## src/rtl/ir_pdfe_pkg.sv

```systemverilog
`timescale 1ns / 1ps
`default_nettype none
// ----------------------------------------------------------------------------
// IR pulse-distance frame encoder package
// Shared widths, codes, configuration and pulse pair types.
// ----------------------------------------------------------------------------
package ir_pdfe_pkg;

   // Default tick rate per ten microseconds.
   localparam int TicksPerTenUsDefault = 10;

   // Largest tick count that fits the result fields.
   localparam int MaxTicks = 32767;

   // Widths fixed by the field definitions.
   localparam int WordW  = 32;
   localparam int UsW    = 16;
   localparam int TickW  = 15;
   localparam int CountW = 6;
   localparam int CsrIdxW = 3;

   // Exact divide by ten for 16-bit values: (x * 52429) >> 19.
   localparam int RecipTen  = 52429;
   localparam int RecipShift = 19;
   localparam int QuoW      = 13;

   // Frame building modes.
   typedef enum logic [1:0] {
      MODE_PLAIN    = 2'd0,
      MODE_INVERTED = 2'd1,
      MODE_REPEATED = 2'd2,
      MODE_CHECKSUM = 2'd3
   } frame_mode_type;

   // Configuration register indexes.
   typedef enum logic [CsrIdxW-1:0] {
      CSR_FRAME_MODE   = 3'd0,
      CSR_BIT_COUNT    = 3'd1,
      CSR_START_TIMING = 3'd2,
      CSR_ONE_TIMING   = 3'd3,
      CSR_ZERO_TIMING  = 3'd4,
      CSR_STOP_MARK    = 3'd5
   } csr_index_type;

   // Pulse timing settings used by the sequencer.
   typedef struct packed {
      logic [WordW-1:0] start_timing;
      logic [WordW-1:0] one_timing;
      logic [WordW-1:0] zero_timing;
      logic [UsW-1:0]   stop_mark;
   } timing_type;

   // One pulse pair in microseconds on its way to tick conversion.
   typedef struct packed {
      logic [UsW-1:0] mark_us;
      logic [UsW-1:0] space_us;
      logic           last;
   } pair_type;

endpackage
`default_nettype wire

```

## src/rtl/ir_pdfe_framer.sv

```systemverilog
`timescale 1ns / 1ps
`default_nettype none
// ----------------------------------------------------------------------------
// IR pulse-distance frame builder
// Forms the 32-bit code word from address and command, or passes a raw code.
// ----------------------------------------------------------------------------
module ir_pdfe_framer
   import ir_pdfe_pkg::*;
(
   input  wire logic                 kind,
   input  wire logic [UsW-1:0]       address,
   input  wire logic [UsW-1:0]       command,
   input  wire logic [WordW-1:0]     raw_code,
   input  wire frame_mode_type       frame_mode,
   output      logic [WordW-1:0]     frame_word
);

   logic [WordW-1:0] addr_w;
   logic [WordW-1:0] cmd_w;
   logic [WordW-1:0] na_w;
   logic [WordW-1:0] nc_w;
   logic [3:0]       nib_sum;
   logic [WordW-1:0] built;

   assign addr_w = {16'd0, address};
   assign cmd_w  = {16'd0, command};
   assign na_w   = {24'd0, ~address[7:0]};
   assign nc_w   = {24'd0, ~command[7:0]};

   // Checksum is the low nibble of the sum of six nibbles; carries drop out.
   assign nib_sum = address[3:0] + address[7:4] + command[15:12]
                  + command[11:8] + command[7:4] + command[3:0];

   // Every shifted term is cut to 32 bits and overlapping terms are ORed.
   always_comb begin
      case (frame_mode)
         MODE_PLAIN:    built = (addr_w << 8) | cmd_w;
         MODE_INVERTED: built = (addr_w << 24) | (na_w << 16) | (cmd_w << 8) | nc_w;
         MODE_REPEATED: built = (addr_w << 24) | (addr_w << 16) | (cmd_w << 8) | nc_w;
         MODE_CHECKSUM: built = (addr_w << 20) | (cmd_w << 4) | {28'd0, nib_sum};
         default:       built = (addr_w << 8) | cmd_w;
      endcase
   end

   assign frame_word = kind ? raw_code : built;

endmodule
`default_nettype wire

```

## src/rtl/ir_pdfe_sequencer.sv

```systemverilog
`timescale 1ns / 1ps
`default_nettype none
// ----------------------------------------------------------------------------
// IR pulse-distance pulse sequencer
// Shifts code bits out one per unstalled cycle; emits start, bit and stop pairs.
// ----------------------------------------------------------------------------
module ir_pdfe_sequencer
   import ir_pdfe_pkg::*;
(
   input  wire logic               clock,
   input  wire logic               reset,
   input  wire logic               load,
   input  wire logic [WordW-1:0]   word,
   input  wire logic [CountW-1:0]  bit_count,
   input  wire timing_type         timing,
   input  wire logic               advance,
   output      logic               idle,
   output      logic               pair_valid,
   output      pair_type           pair
);

   typedef enum logic [3:0] {
      ST_IDLE  = 4'b0001,
      ST_START = 4'b0010,
      ST_BITS  = 4'b0100,
      ST_STOP  = 4'b1000
   } state_type;

   state_type          state_ff, state_in;
   logic [WordW-1:0]   shift_ff, shift_in;
   logic [CountW-1:0]  left_ff, left_in;
   logic [CountW-1:0]  count_sat;
   logic [CountW-1:0]  align;
   logic               has_stop;
   logic [WordW-1:0]   bit_timing;

   assign has_stop = (timing.stop_mark != '0);

   // Counts above the word width send the whole word.
   assign count_sat = (bit_count > CountW'(WordW)) ? CountW'(WordW) : bit_count;

   // Put the first bit to send at the top of the shift register.
   assign align = CountW'(WordW) - count_sat;

   assign bit_timing = shift_ff[WordW-1] ? timing.one_timing : timing.zero_timing;

   assign idle       = (state_ff == ST_IDLE);
   assign pair_valid = !idle;

   // Pair shown for the current phase.
   always_comb begin
      pair = '0;
      case (state_ff)
         ST_START: begin
            pair.mark_us  = timing.start_timing[WordW-1:UsW];
            pair.space_us = timing.start_timing[UsW-1:0];
            pair.last     = (left_ff == '0) && !has_stop;
         end
         ST_BITS: begin
            pair.mark_us  = bit_timing[WordW-1:UsW];
            pair.space_us = bit_timing[UsW-1:0];
            pair.last     = (left_ff == CountW'(1)) && !has_stop;
         end
         ST_STOP: begin
            pair.mark_us  = timing.stop_mark;
            pair.space_us = '0;
            pair.last     = 1'b1;
         end
         default: begin
            pair = '0;
         end
      endcase
   end

   // Phase sequencing and the serial bit shifter.
   always_comb begin
      state_in = state_ff;
      shift_in = shift_ff;
      left_in  = left_ff;
      case (state_ff)
         ST_IDLE: begin
            if (load) begin
               state_in = ST_START;
               shift_in = word << align;
               left_in  = count_sat;
            end
         end
         ST_START: begin
            if (advance) begin
               if (left_ff != '0) begin
                  state_in = ST_BITS;
               end else if (has_stop) begin
                  state_in = ST_STOP;
               end else begin
                  state_in = ST_IDLE;
               end
            end
         end
         ST_BITS: begin
            if (advance) begin
               shift_in = {shift_ff[WordW-2:0], 1'b0};
               left_in  = left_ff - CountW'(1);
               if (left_ff == CountW'(1)) begin
                  state_in = has_stop ? ST_STOP : ST_IDLE;
               end
            end
         end
         ST_STOP: begin
            if (advance) begin
               state_in = ST_IDLE;
            end
         end
         default: begin
            state_in = ST_IDLE;
         end
      endcase
   end

   always_ff @(posedge clock) begin
      if (reset) begin
         state_ff <= ST_IDLE;
         left_ff  <= '0;
      end else begin
         state_ff <= state_in;
         left_ff  <= left_in;
      end
   end

   always_ff @(posedge clock) begin
      shift_ff <= shift_in;
   end

endmodule
`default_nettype wire

```

## src/rtl/ir_pdfe_ticks.sv

```systemverilog
`timescale 1ns / 1ps
`default_nettype none
// ----------------------------------------------------------------------------
// IR pulse-distance tick converter
// Three-stage pipeline: divide by ten, scale to ticks, saturate into the output.
// ----------------------------------------------------------------------------
module ir_pdfe_ticks
   import ir_pdfe_pkg::*;
#(
   parameter int TICKS_PER_TEN_US = TicksPerTenUsDefault
)
(
   input  wire logic               clock,
   input  wire logic               reset,
   input  wire logic               pair_valid,
   input  wire pair_type           pair,
   output      logic               advance,
   output      logic               rsp_valid,
   input  wire logic               rsp_stall,
   output      logic [TickW-1:0]   rsp_mark_ticks,
   output      logic [TickW-1:0]   rsp_space_ticks,
   output      logic               rsp_is_last
);

   localparam int ScaleW = $clog2(TICKS_PER_TEN_US + 1);
   localparam int RawW   = QuoW + ScaleW;
   localparam int ProdW  = (RawW > 16) ? RawW : 16;
   localparam int RecW   = 2 * UsW;

   localparam logic [UsW-1:0]    RecipK = UsW'(RecipTen);
   localparam logic [ScaleW-1:0] ScaleK = ScaleW'(TICKS_PER_TEN_US);
   localparam logic [ProdW-1:0]  SatK   = ProdW'(MaxTicks);

   logic              v1_ff, v2_ff, out_v_ff;
   logic [RecW-1:0]   mark_rec_ff, space_rec_ff;
   logic              last1_ff, last2_ff, last_out_ff;
   logic [ProdW-1:0]  mark_raw_ff, space_raw_ff;
   logic [QuoW-1:0]   mark_quo, space_quo;
   logic [TickW-1:0]  mark_out_ff, space_out_ff;

   // The whole pipeline moves unless a result waits on a stalled output.
   assign advance = !out_v_ff || !rsp_stall;

   assign mark_quo  = mark_rec_ff[RecipShift +: QuoW];
   assign space_quo = space_rec_ff[RecipShift +: QuoW];

   always_ff @(posedge clock) begin
      if (reset) begin
         v1_ff    <= 1'b0;
         v2_ff    <= 1'b0;
         out_v_ff <= 1'b0;
      end else if (advance) begin
         v1_ff    <= pair_valid;
         v2_ff    <= v1_ff;
         out_v_ff <= v2_ff;
      end
   end

   // Stage one multiplies by the reciprocal of ten.
   always_ff @(posedge clock) begin
      if (advance) begin
         mark_rec_ff  <= RecW'(pair.mark_us) * RecW'(RecipK);
         space_rec_ff <= RecW'(pair.space_us) * RecW'(RecipK);
         last1_ff     <= pair.last;
      end
   end

   // Stage two scales the whole tens of microseconds to ticks.
   always_ff @(posedge clock) begin
      if (advance) begin
         mark_raw_ff  <= ProdW'(mark_quo) * ProdW'(ScaleK);
         space_raw_ff <= ProdW'(space_quo) * ProdW'(ScaleK);
         last2_ff     <= last1_ff;
      end
   end

   // Stage three saturates into the output register.
   always_ff @(posedge clock) begin
      if (advance) begin
         mark_out_ff  <= (mark_raw_ff > SatK) ? TickW'(MaxTicks) : mark_raw_ff[TickW-1:0];
         space_out_ff <= (space_raw_ff > SatK) ? TickW'(MaxTicks) : space_raw_ff[TickW-1:0];
         last_out_ff  <= last2_ff;
      end
   end

   assign rsp_valid       = out_v_ff;
   assign rsp_mark_ticks  = mark_out_ff;
   assign rsp_space_ticks = space_out_ff;
   assign rsp_is_last     = last_out_ff;

endmodule
`default_nettype wire

```

## src/rtl/ir_pulse_distance_frame_encoder_top.sv

```systemverilog
`timescale 1ns / 1ps
`default_nettype none
// ----------------------------------------------------------------------------
// IR pulse-distance frame encoder
// Turns one request into the mark/space pulse pairs of an infrared frame.
// ----------------------------------------------------------------------------
// Each accepted item produces a start pair, one pair per code bit (most
// significant first, bit_count bits, at most 32) and a stop pair when a stop
// mark is set, so 1 to 34 results with the final one flagged by rsp_is_last.
// The sequencer sends one pair per cycle while the output is not stalled,
// from a serial shift register of the code word, and the next item is taken
// in the cycle after its last pair leaves the sequencer; the results of an
// item reach the output through the tick conversion pipeline, and any output
// stall holds the whole pipeline and the sequencer. Durations are converted as
// (us / 10) * TICKS_PER_TEN_US and saturated at 32767 ticks. The
// configuration port is always ready and should only be written while idle.
module ir_pulse_distance_frame_encoder_top
   import ir_pdfe_pkg::*;
#(
   parameter int TICKS_PER_TEN_US = TicksPerTenUsDefault
)
(
   input  wire logic                clock,
   input  wire logic                reset,
   input  wire logic                req_valid,
   output      logic                req_stall,
   input  wire logic                req_kind,
   input  wire logic [UsW-1:0]      req_address,
   input  wire logic [UsW-1:0]      req_command,
   input  wire logic [WordW-1:0]    req_raw_code,
   output      logic                rsp_valid,
   input  wire logic                rsp_stall,
   output      logic [TickW-1:0]    rsp_mark_ticks,
   output      logic [TickW-1:0]    rsp_space_ticks,
   output      logic                rsp_is_last,
   input  wire logic                csr_valid,
   output      logic                csr_ready,
   input  wire logic [CsrIdxW-1:0]  csr_index,
   input  wire logic [WordW-1:0]    csr_data
);

   frame_mode_type      frame_mode_ff;
   logic [CountW-1:0]   bit_count_ff;
   timing_type          timing_ff;
   logic [WordW-1:0]    frame_word;
   logic                seq_idle;
   logic                pair_valid;
   pair_type            pair;
   logic                advance;
   logic                load;

   assign csr_ready = 1'b1;

   // Configuration registers.
   always_ff @(posedge clock) begin
      if (reset) begin
         frame_mode_ff <= MODE_PLAIN;
         bit_count_ff  <= CountW'(WordW);
         timing_ff     <= '0;
      end else if (csr_valid && csr_ready) begin
         case (csr_index)
            CSR_FRAME_MODE:   frame_mode_ff <= frame_mode_type'(csr_data[1:0]);
            CSR_BIT_COUNT:    bit_count_ff <= csr_data[CountW-1:0];
            CSR_START_TIMING: timing_ff.start_timing <= csr_data;
            CSR_ONE_TIMING:   timing_ff.one_timing <= csr_data;
            CSR_ZERO_TIMING:  timing_ff.zero_timing <= csr_data;
            CSR_STOP_MARK:    timing_ff.stop_mark <= csr_data[UsW-1:0];
            default:          ;
         endcase
      end
   end

   // A new item is taken only while the sequencer is idle.
   assign req_stall = !seq_idle;
   assign load      = req_valid && !req_stall;

   ir_pdfe_framer u_framer (
      .kind       (req_kind),
      .address    (req_address),
      .command    (req_command),
      .raw_code   (req_raw_code),
      .frame_mode (frame_mode_ff),
      .frame_word (frame_word)
   );

   ir_pdfe_sequencer u_sequencer (
      .clock      (clock),
      .reset      (reset),
      .load       (load),
      .word       (frame_word),
      .bit_count  (bit_count_ff),
      .timing     (timing_ff),
      .advance    (advance),
      .idle       (seq_idle),
      .pair_valid (pair_valid),
      .pair       (pair)
   );

   ir_pdfe_ticks #(
      .TICKS_PER_TEN_US (TICKS_PER_TEN_US)
   ) u_ticks (
      .clock           (clock),
      .reset           (reset),
      .pair_valid      (pair_valid),
      .pair            (pair),
      .advance         (advance),
      .rsp_valid       (rsp_valid),
      .rsp_stall       (rsp_stall),
      .rsp_mark_ticks  (rsp_mark_ticks),
      .rsp_space_ticks (rsp_space_ticks),
      .rsp_is_last     (rsp_is_last)
   );

endmodule
`default_nettype wire

```

## config.mk

```make
export PLATFORM = sky130hd
export DESIGN_NAME = ir_pulse_distance_frame_encoder_top
export DESIGN_NICKNAME = d
export VERILOG_FILES = /design/src/rtl/ir_pdfe_pkg.sv /design/src/rtl/ir_pdfe_framer.sv /design/src/rtl/ir_pdfe_sequencer.sv /design/src/rtl/ir_pdfe_ticks.sv /design/src/rtl/ir_pulse_distance_frame_encoder_top.sv
export SDC_FILE = /design/constraint.sdc
export NUM_CORES = 1
export LEC_CHECK = 0
export ABC_AREA = 1
export BUFFER_PORTS_ARGS = -buffer_cell sky130_fd_sc_hd__buf_2
export CORE_MARGIN = 1
export CORE_UTILIZATION = 60
export CTS_BUF_LIST = sky130_fd_sc_hd__clkbuf_4 sky130_fd_sc_hd__clkbuf_8
export CTS_CLUSTER_DIAMETER = 120
export DETAILED_ROUTE_END_ITERATION = 10
export GPL_TIMING_DRIVEN = 0
export PLACE_DENSITY = 0.79
export SLEW_MARGIN = 40
export SYNTH_ARGS = -nofsm -noshare
export SYNTH_HDL_FRONTEND = slang
export SYNTH_SLANG_ARGS = --single-unit
export TNS_END_PERCENT = 30
```

## constraint.sdc

```tcl
create_clock -name clock -period 13.1 [get_ports clock]
set_clock_uncertainty 0.1 [all_clocks]
set_input_delay 1.965 -clock clock [delete_from_list [all_inputs] [get_ports clock]]
set_output_delay 1.965 -clock clock [all_outputs]
set_load 0.005 [all_outputs]
```

==> impl_table.tex, run 1 <==
\begin{tabular}{lr}
\hline
Metric & Value \\
\hline
\multicolumn{2}{l}{\textbf{Run status}} \\
Result of the run & complete, no violations \\
\multicolumn{2}{l}{\textbf{Synth}} \\
Part of the Yosys area used for sequential elements & 0.2647 \\
Number of flops mapped to enable cells by yosys & 123 \\
List of most frequent post-synthesis cells & 515 x sky130\_fd\_sc\_hd\_\_inv\_1, 493 x sky130\_fd\_sc\_hd\_\_nand2\_1, 308 x sky130\_fd\_sc\_hd\_\_ha\_1 \\
Mean Syn Cell Area & 8.012 sq um \\
Main synth FF type & sky130\_fd\_sc\_hd\_\_dfxtp\_1 \\
Area share of the leading cell type in the synthesized netlist & 0.1605 \\
Instance count of the mapped netlist & 2997 \\
Count leader, synth & sky130\_fd\_sc\_hd\_\_inv\_1 \\
Most area-hungry cell type in the Yosys netlist & sky130\_fd\_sc\_hd\_\_ha\_1 \\
Warnings, synthesis & 0 \\
Top cells by area in the synthesized netlist & sky130\_fd\_sc\_hd\_\_ha\_1 16\%, sky130\_fd\_sc\_hd\_\_edfxtp\_1 15\%, sky130\_fd\_sc\_hd\_\_fa\_1 14\%, sky130\_fd\_sc\_hd\_\_dfxtp\_1 11\%, sky130\_fd\_sc\_hd\_\_inv\_1 8.1\% \\
Post-Syn Area & 0.02401 sq mm \\
Number of distinct library cells after synthesis & 64 \\
Proportion of synthesized flip-flops having asynchronous set or reset & 0 \\
Post-synthesis sequential element count & 256 \\
Synthesized netlist net count & 3583 \\
\multicolumn{2}{l}{\textbf{Timing}} \\
Slew HR & 0.4091 \\
Achievable Freq & 125.7 MHz \\
Final count of negative-setup-slack endpoints & 0 \\
Slew at the pin closest to its max-slew limit & 0.8796 ns \\
Number of failing hold endpoints at the final stage & 0 \\
Share of the cycle needed by the critical path after routing & 0.6072 \\
Min cycle time layout & 7.955 ns \\
Final Max Slew Viols & 0 \\
Unrepaired setup endpoints after global routing & no \\
Setup TNS Final & 0 ns \\
\multicolumn{2}{l}{\textbf{Detailed routing}} \\
Via count normalized by instance count & 5.795 \\
Number of iterations in the first detailed-routing pass & 6 \\
\# DRC & 0 \\
Post-DRT Antenna Nets & 0 \\
Total Wirelength & 71780 um \\
Drt wl/cell & 19.21 um \\
Number of violations reported at the end of detailed-routing iteration 0 & 1652 \\
Vias post-DR & 21660 \\
\multicolumn{2}{l}{\textbf{Floorplanning}} \\
Die X & 202.1 um \\
Core box area & 0.03910 sq mm \\
Area of the die & 0.04082 sq mm \\
Die height & 202.1 um \\
Standard-cell rows & 72 \\
I/O Pins & 139 \\
Starting density of the core & 0.6142 \\
\multicolumn{2}{l}{\textbf{Placed design}} \\
Detailed placement HPWL & 58070 um \\
Final weighted congestion in routability-driven placement & 0.9697 \\
Port bufs & 135 \\
\multicolumn{2}{l}{\textbf{Final layout}} \\
Footprint of the multi-input gates & 0.01526 sq mm \\
Register area & 0.006356 sq mm \\
Fraction of layout instances using a drive strength above 1 & 0.09153 \\
FILL cells & 3201 \\
Layout Nets & 3767 \\
Area growth syn-to-layout & 9.640\% \\
Final core area utilization & 0.6734 \\
\multicolumn{2}{l}{\textbf{Global routing}} \\
Total global routing track utilization & 0.3576 \\
Pin count of the biggest net entering global routing & 48 \\
Initial antenna violation count & 9 \\
Via count of the first global-routing pass & 22320 \\
First-pass GRT wire length & 114300 um \\
Total global routing overflow & 0 \\
\multicolumn{2}{l}{\textbf{Setup path}} \\
FF-to-FF path depth & 27 \\
Worst path arrival time & 8.20 ns \\
Critical Setup Path Class & reg -> reg \\
Worst setup path startpoint & u\_sequencer.state\_ff[1] \\
Required time reported for the critical path endpoint & 13.35 ns \\
R2R setup slack & 5.15 ns \\
Crit start category & register \\
Terminus of the critical flop-to-flop path & u\_ticks.space\_rec\_ff[24] \\
Maximum fanout along the worst path & 10 \\
Critical Path Sink Type & register \\
Worst R2R Start & u\_sequencer.state\_ff[1] \\
Capturing instance or port of the critical path & u\_ticks.space\_rec\_ff[24] \\
\multicolumn{2}{l}{\textbf{Clock tree}} \\
Worst-Skew Late Latency & 0.63 ns \\
Number of clock sinks & 256 \\
CTS max path bufs & 3 \\
Post-cts resize count & 0 \\
TritonCTS clock tree & built \\
TritonCTS Buffers & 44 \\
\# H-tree levels & 2 \\
Clock-pin slew of the registers on the worst-case setup and hold paths & 0.06 ns \\
Hold buffer count at CTS & 0 \\
Post-CTS Setup Inserts & 0 \\
Root Buffer Master & sky130\_fd\_sc\_hd\_\_clkbuf\_8 \\
\multicolumn{2}{l}{\textbf{Worst hold path}} \\
Hold Path Class & reg -> reg \\
Worst hold stages & 0 \\
\multicolumn{2}{l}{\textbf{Run}} \\
Max Cap Violations & 0 \\
\multicolumn{2}{l}{\textbf{Power and ir drop}} \\
PwrDens & 101.3 mW/mm\^{}2 \\
Static leakage power & 13.98 nW \\
Peak supply drop & 103.3 uV \\
\hline
\end{tabular}
## per-stage QoR
step | hold WS, ns | instances | total power, mW | area, sq um | setup WS, ns
final | 0.3211 | 3737 | 2.668 | 26330 | 5.145
after global routing | 0.3277 | 3731 | 2.802 | 26310 | 4.941
after CTS | 0.3129 | 3729 | 2.661 | 26300 | 5.339
after detailed placement | 0.3116 | 3652 | 1.897 | 25390 | 5.369
after global placement | 0.3063 | 3650 | 1.859 | 25340 | 5.468
after floorplan | 0.3003 | 2997 | 1.615 | 24010 | 6.926
## cells in the final DEF (no fill, tap or decap), drive strengths merged, types with 9 or more instances in the layout
master / netlist / final
xor2: 39 / 39
nor3: 21 / 21
nand2: 497 / 497
nand3: 180 / 180
clkbuf: 65 / 130
a21o: 9 / 9
nor4: 10 / 10
a22oi: 9 / 9
xnor2: 11 / 11
ha: 308 / 308
a221oi: 11 / 11
a31oi: 15 / 15
nand4: 12 / 12
edfxtp: 123 / 123
o211ai: 49 / 49
or2: 35 / 35
buf: 34 / 171
o21ai: 254 / 254
nor2: 267 / 267
clkinv: 4 / 10
dfxtp: 133 / 133
fa: 173 / 173
inv: 526 / 528
a21oi: 168 / 168
## logic make-up (layout without fill, tap and decap cells)
| kind of cell | after synthesis | in the layout | share of synthesized area |
|---|---|---|---|
| flip-flops | 256 | 256 | 0.2647 |
| AO/OA/AOI/OAI | 555 | 555 | 0.1317 |
| AND/OR/NAND/NOR | 1025 | 1025 | 0.1799 |
| adder cells (fa/ha/maj) | 481 | 481 | 0.3047 |
| XOR/XNOR | 50 | 50 | 0.01855 |
| buffers and inverters | 629 | 844 | 0.1003 |
| other | 1 | 8 | 0.0001562 |
## worst min-delay path by stage
| stage | start | endpoint | slack [ns] |
|---|---|---|---|
| after floorplan | u_ticks.last1_ff | u_ticks.last2_ff | 0.30 |
| after global placement | u_ticks.last1_ff | u_ticks.last2_ff | 0.31 |
| after detailed placement | u_ticks.last2_ff | u_ticks.rsp_is_last | 0.31 |
| after CTS | u_ticks.last1_ff | u_ticks.last2_ff | 0.31 |
| after global routing | u_ticks.last1_ff | u_ticks.last2_ff | 0.33 |
| final | u_ticks.last1_ff | u_ticks.last2_ff | 0.32 |
## layout make-up
class,count,share of cell area
Clock inverter,13,0.005133
Clock buffer,64,0.02966
Buffer,99,0.01592
Inverter,530,0.07557
Antenna cell,7,0.0006654
Multi-Input combinational cell,2112,0.5796
Timing Repair Buffer,138,0.02738
Tap cell,518,0.02462
Sequential cell,256,0.2414
## routing by layer
layer | track usage | share of wire | vias up
met1 | 0.4056 | 0.38 | 10240
met4 | 0.1875 | 0.052 | 8
met3 | 0.05385 | 0.066 | 243
li1 | - | - | 10210
met5 | 0 | 0.00075 | -
met2 | 0.6467 | 0.50 | 958
## registers in the layout, indices dropped and copies added, names as in the netlist, 2 cells and up
| signal | cells |
|---|---|
| timing_ff | 112 |
| u_sequencer.shift_ff | 32 |
| u_ticks.mark_raw_ff | 16 |
| u_ticks.space_raw_ff | 16 |
| u_ticks.rsp_mark_ticks | 15 |
| u_ticks.rsp_space_ticks | 15 |
| u_ticks.mark_rec_ff | 13 |
| u_ticks.space_rec_ff | 13 |
| bit_count_ff | 6 |
| u_sequencer.left_ff | 6 |
| u_sequencer.state_ff | 4 |
| frame_mode_ff | 2 |
## worst max-delay path, stage by stage, from the launching register on
cell and delay [ns]:
sky130_fd_sc_hd__dfxtp_1 0.35, sky130_fd_sc_hd__inv_2 0.09, sky130_fd_sc_hd__nand2_1 0.08, sky130_fd_sc_hd__nor3_4 0.48
sky130_fd_sc_hd__clkbuf_1 0.58, sky130_fd_sc_hd__buf_1 0.68, sky130_fd_sc_hd__a22oi_1 0.39, sky130_fd_sc_hd__inv_1 0.23
sky130_fd_sc_hd__ha_1 0.34, sky130_fd_sc_hd__inv_1 0.11, sky130_fd_sc_hd__fa_1 0.44, sky130_fd_sc_hd__fa_1 0.48
sky130_fd_sc_hd__fa_1 0.50, sky130_fd_sc_hd__inv_1 0.05, sky130_fd_sc_hd__fa_1 0.49, sky130_fd_sc_hd__inv_1 0.05
sky130_fd_sc_hd__fa_1 0.48, sky130_fd_sc_hd__inv_1 0.04, sky130_fd_sc_hd__ha_1 0.36, sky130_fd_sc_hd__nand2_1 0.18
sky130_fd_sc_hd__nor2_1 0.08, sky130_fd_sc_hd__nand2_1 0.09, sky130_fd_sc_hd__inv_1 0.05, sky130_fd_sc_hd__nand2_1 0.09
sky130_fd_sc_hd__nor2_1 0.06, sky130_fd_sc_hd__a2111oi_0 0.50, sky130_fd_sc_hd__o21ai_2 0.12, sky130_fd_sc_hd__xor2_1 0.17
## report_power, final
part / switching, mW / internal, mW / total [mW]
Clock: 0.343 / 0.425 / 0.768
Sequential: 0.0629 / 1.06 / 1.12
Combinational: 0.504 / 0.276 / 0.780
No activity file was read; power rests on OpenSTA's default activity.
==> run 2, diff against run 1 <==
CORE_UTILIZATION = 58   (was 60)
clock period = 6.65 ns   (was 13.1 ns; I/O delays follow)
==> impl_table.tex, run 2 (synthesis gave the netlist of run 1 again) <==
\begin{tabular}{lr}
\hline
Metric & Value \\
\hline
\multicolumn{2}{l}{\textbf{Floorplanning}} \\
Die height & 205.5 um (was 202.1 um) \\
Standard-cell rows & 74 (was 72) \\
Die X & 205.5 um (was 202.1 um) \\
Starting density of the core & 0.5881 (was 0.6142) \\
Core box area & 0.04083 sq mm (was 0.03910 sq mm) \\
I/O Pins & 139 (unchanged) \\
Area of the die & 0.04222 sq mm (was 0.04082 sq mm) \\
\multicolumn{2}{l}{\textbf{Detailed routing}} \\
Total Wirelength & 69370 um (was 71780 um) \\
Post-DRT Antenna Nets & 0 (unchanged) \\
Vias post-DR & 21450 (was 21660) \\
Number of violations reported at the end of detailed-routing iteration 0 & 1556 (was 1652) \\
\# DRC & 0 (unchanged) \\
Number of iterations in the first detailed-routing pass & 5 (was 6) \\
Via count normalized by instance count & 5.681 (was 5.795) \\
Drt wl/cell & 18.38 um (was 19.21 um) \\
\multicolumn{2}{l}{\textbf{Placed design}} \\
Placement-stage cell area & 0.02540 sq mm (was 0.02539 sq mm) \\
Port bufs & 135 (unchanged) \\
Total instance count after detailed placement & 3666 (was 3652) \\
Detailed placement HPWL & 55930 um (was 58070 um) \\
Final weighted congestion in routability-driven placement & 1.003 (was 0.9697) \\
\multicolumn{2}{l}{\textbf{Final layout}} \\
Max reg flops & 112 (unchanged) \\
Registers with the highest flip-flop counts & timing\_ff x112, u\_sequencer.shift\_ff x32 (unchanged) \\
Most frequent cells in the layout & 508 x sky130\_fd\_sc\_hd\_\_inv\_1, 490 x sky130\_fd\_sc\_hd\_\_nand2\_1, 305 x sky130\_fd\_sc\_hd\_\_ha\_1 (was 514 x sky130\_fd\_sc\_hd\_\_inv\_1, 492 x sky130\_fd\_sc\_hd\_\_nand2\_1, 308 x sky130\_fd\_sc\_hd\_\_ha\_1) \\
Fraction of layout instances using a drive strength above 1 & 0.1176 (was 0.09153) \\
Commonest non-fill, non-tap cell in the layout & sky130\_fd\_sc\_hd\_\_inv\_1 (unchanged) \\
Layout Nets & 3788 (was 3767) \\
Total non-filler cell area in the finished layout & 0.02701 sq mm (was 0.02633 sq mm) \\
Area growth syn-to-layout & 12.47\% (was 9.640\%) \\
Register containing the most flip-flops in the final layout & timing\_ff (unchanged) \\
Final std cells w/o fill & 3775 (was 3737) \\
\multicolumn{2}{l}{\textbf{Setup path}} \\
Worst path buffer plus inverter count & 10 (was 9) \\
Worst path arrival time & 6.67 ns (was 8.20 ns) \\
Maximum fanout along the worst path & 6 (was 10) \\
Critical Path Sink Type & register (unchanged) \\
Critical-path top delay cell & sky130\_fd\_sc\_hd\_\_fa\_1 (was sky130\_fd\_sc\_hd\_\_buf\_1) \\
Required time reported for the critical path endpoint & 6.91 ns (was 13.35 ns) \\
Crit start category & register (unchanged) \\
Largest delay contributor family on the critical path & adder cells (unchanged) \\
Critical Setup Path Class & reg -> reg (unchanged) \\
Slowest cell delay on critical path & 0.55 ns (was 0.68 ns) \\
\multicolumn{2}{l}{\textbf{Timing}} \\
Final count of negative-setup-slack endpoints & 0 (unchanged) \\
Share of the cycle needed by the critical path after routing & 0.9634 (was 0.6072) \\
Number of failing hold endpoints at the final stage & 0 (unchanged) \\
Unrepaired setup endpoints after global routing & yes (was no) \\
Final Max Slew Viols & 0 (unchanged) \\
Achievable Freq & 156.1 MHz (was 125.7 MHz) \\
Slew HR & 0.4322 (was 0.4091) \\
Slew at the pin closest to its max-slew limit & 0.8452 ns (was 0.8796 ns) \\
Min cycle time layout & 6.407 ns (was 7.955 ns) \\
\multicolumn{2}{l}{\textbf{Clock tree}} \\
TritonCTS Buffers & 46 (was 44) \\
Root Buffer Master & sky130\_fd\_sc\_hd\_\_clkbuf\_8 (unchanged) \\
CTS max path bufs & 3 (unchanged) \\
Worst-Skew Late Latency & 0.62 ns (was 0.63 ns) \\
Clock-pin slew of the registers on the worst-case setup and hold paths & 0.06 ns (about the same) \\
TritonCTS clock tree & built (unchanged) \\
Number of clock sinks & 256 (unchanged) \\
\# H-tree levels & 2 (unchanged) \\
\multicolumn{2}{l}{\textbf{Global routing}} \\
Initial antenna violation count & 10 (was 9) \\
Total global routing overflow & 0 (unchanged) \\
Via count of the first global-routing pass & 21960 (was 22320) \\
Total global routing track utilization & 0.3368 (was 0.3576) \\
First-pass GRT wire length & 111000 um (was 114300 um) \\
Pin count of the biggest net entering global routing & 35 (was 48) \\
\multicolumn{2}{l}{\textbf{Power and ir drop}} \\
Peak supply drop & 209.1 uV (was 103.3 uV) \\
PwrDens & 204.2 mW/mm\^{}2 (was 101.3 mW/mm\^{}2) \\
Static leakage power & 14.27 nW (was 13.98 nW) \\
Sw Ratio & 0.3296 (was 0.3411) \\
Cell Int Power & 3.697 mW (was 1.758 mW) \\
Total net switching power & 1.818 mW (was 910.1 uW) \\
Clock share of power & 0.315 (was 0.288) \\
Flop pwr share & 0.399 (was 0.420) \\
Fraction of power consumed by combinational cells & 0.286 (was 0.293) \\
\multicolumn{2}{l}{\textbf{Worst hold path}} \\
Hold Path Class & reg -> reg (unchanged) \\
\multicolumn{2}{l}{\textbf{Run status}} \\
Result of the run & complete, no violations (unchanged) \\
\multicolumn{2}{l}{\textbf{Run}} \\
Max Cap Violations & 0 (unchanged) \\
\hline
\end{tabular}
## run 2: cell types whose count changed in the layout (fill, tap and decap cells not counted), moves of 6 or more
cell / delta
sky130_fd_sc_hd__o21ai_1: -6
sky130_fd_sc_hd__clkbuf_1: -9
sky130_fd_sc_hd__buf_4: +22
sky130_fd_sc_hd__inv_1: -6
sky130_fd_sc_hd__a221oi_1: -6
sky130_fd_sc_hd__clkbuf_8: +7
## run 2: path summary, 6_finish.rpt
kind	startpoint	endpoint	slack, ns	depth (start not counted)
setup / recovery	u_sequencer.state_ff[1]	u_ticks.mark_rec_ff[27]	0.24	31
hold / removal	u_ticks.last2_ff	u_ticks.rsp_is_last	0.33	0
hold reg to reg	u_ticks.last2_ff	u_ticks.rsp_is_last	0.33	0
setup reg to reg	u_sequencer.state_ff[1]	u_ticks.mark_rec_ff[27]	0.24	31
## run 2: worst reg2reg max path, delay by kind of cell, from the launching register on
kind	cells	cell delay (ns)
adder cells (fa/ha/maj)	6	2.83
AND/OR/NAND/NOR	14	1.59
buffers and inverters	10	1.02
flip-flops	1	0.34
AO/OA/AOI/OAI	1	0.26
## run 2: repair_timing
item                                    CTS  global route
resized for setup                        48            58
buffers inserted                         10            12
hold buffers                              0             0
pin swaps                                 8            13
endpoints found under the setup margin   26            25
## run 2: power groups by stage
| stage | Clock [mW] | Combinational [mW] | Sequential (mW) |
|---|---|---|---|
| after floorplan | 0 | 0.972 | 2.21 |
| after global placement | 0 | 1.43 | 2.23 |
| after detailed placement | 0 | 1.49 | 2.23 |
| after CTS | 1.76 | 1.53 | 2.20 |
| after global routing | 1.82 | 1.76 | 2.24 |
| final | 1.74 | 1.58 | 2.20 |
## run 2: per-stage QoR
stage,TNS [ns],total power [mW],hold slack [ns],setup slack [ns],util
after CTS,0,5.489,0.3248,0.004563,0.6541
after detailed placement,-17.94,3.716,0.3173,-1.000,0.6221
after global placement,-16.32,3.655,0.3035,-0.9151,0.6209
final,0,5.515,0.3331,0.2433,0.6614
after floorplan,0,3.181,0.3003,0.4764,-
after global routing,-0.4968,5.813,0.3444,-0.1015,0.6613
## run 2: cell type report
| type | instances | area (sq um) |
|---|---|---|
| clock inverters | 22 | 274.0 |
| multi-input cells | 2112 | 15530 |
| plain buffers | 97 | 476.7 |
| repair buffers | 159 | 880.8 |
| fillers | 3377 | 13830 |
| well taps | 532 | 665.6 |
| clock buffers | 64 | 818.3 |
| diodes | 3 | 7.507 |
| flip-flops and latches | 256 | 6359 |
| inverters | 530 | 1996 |
## run 2: metal layers
layer	GRT usage	routed length [um]	up-vias
met2	0.5885	33630	839
li1	-	-	10260
met5	0	80	-
met4	0.1749	3711	14
met1	0.3961	27630	10080
met3	0.05512	4312	257
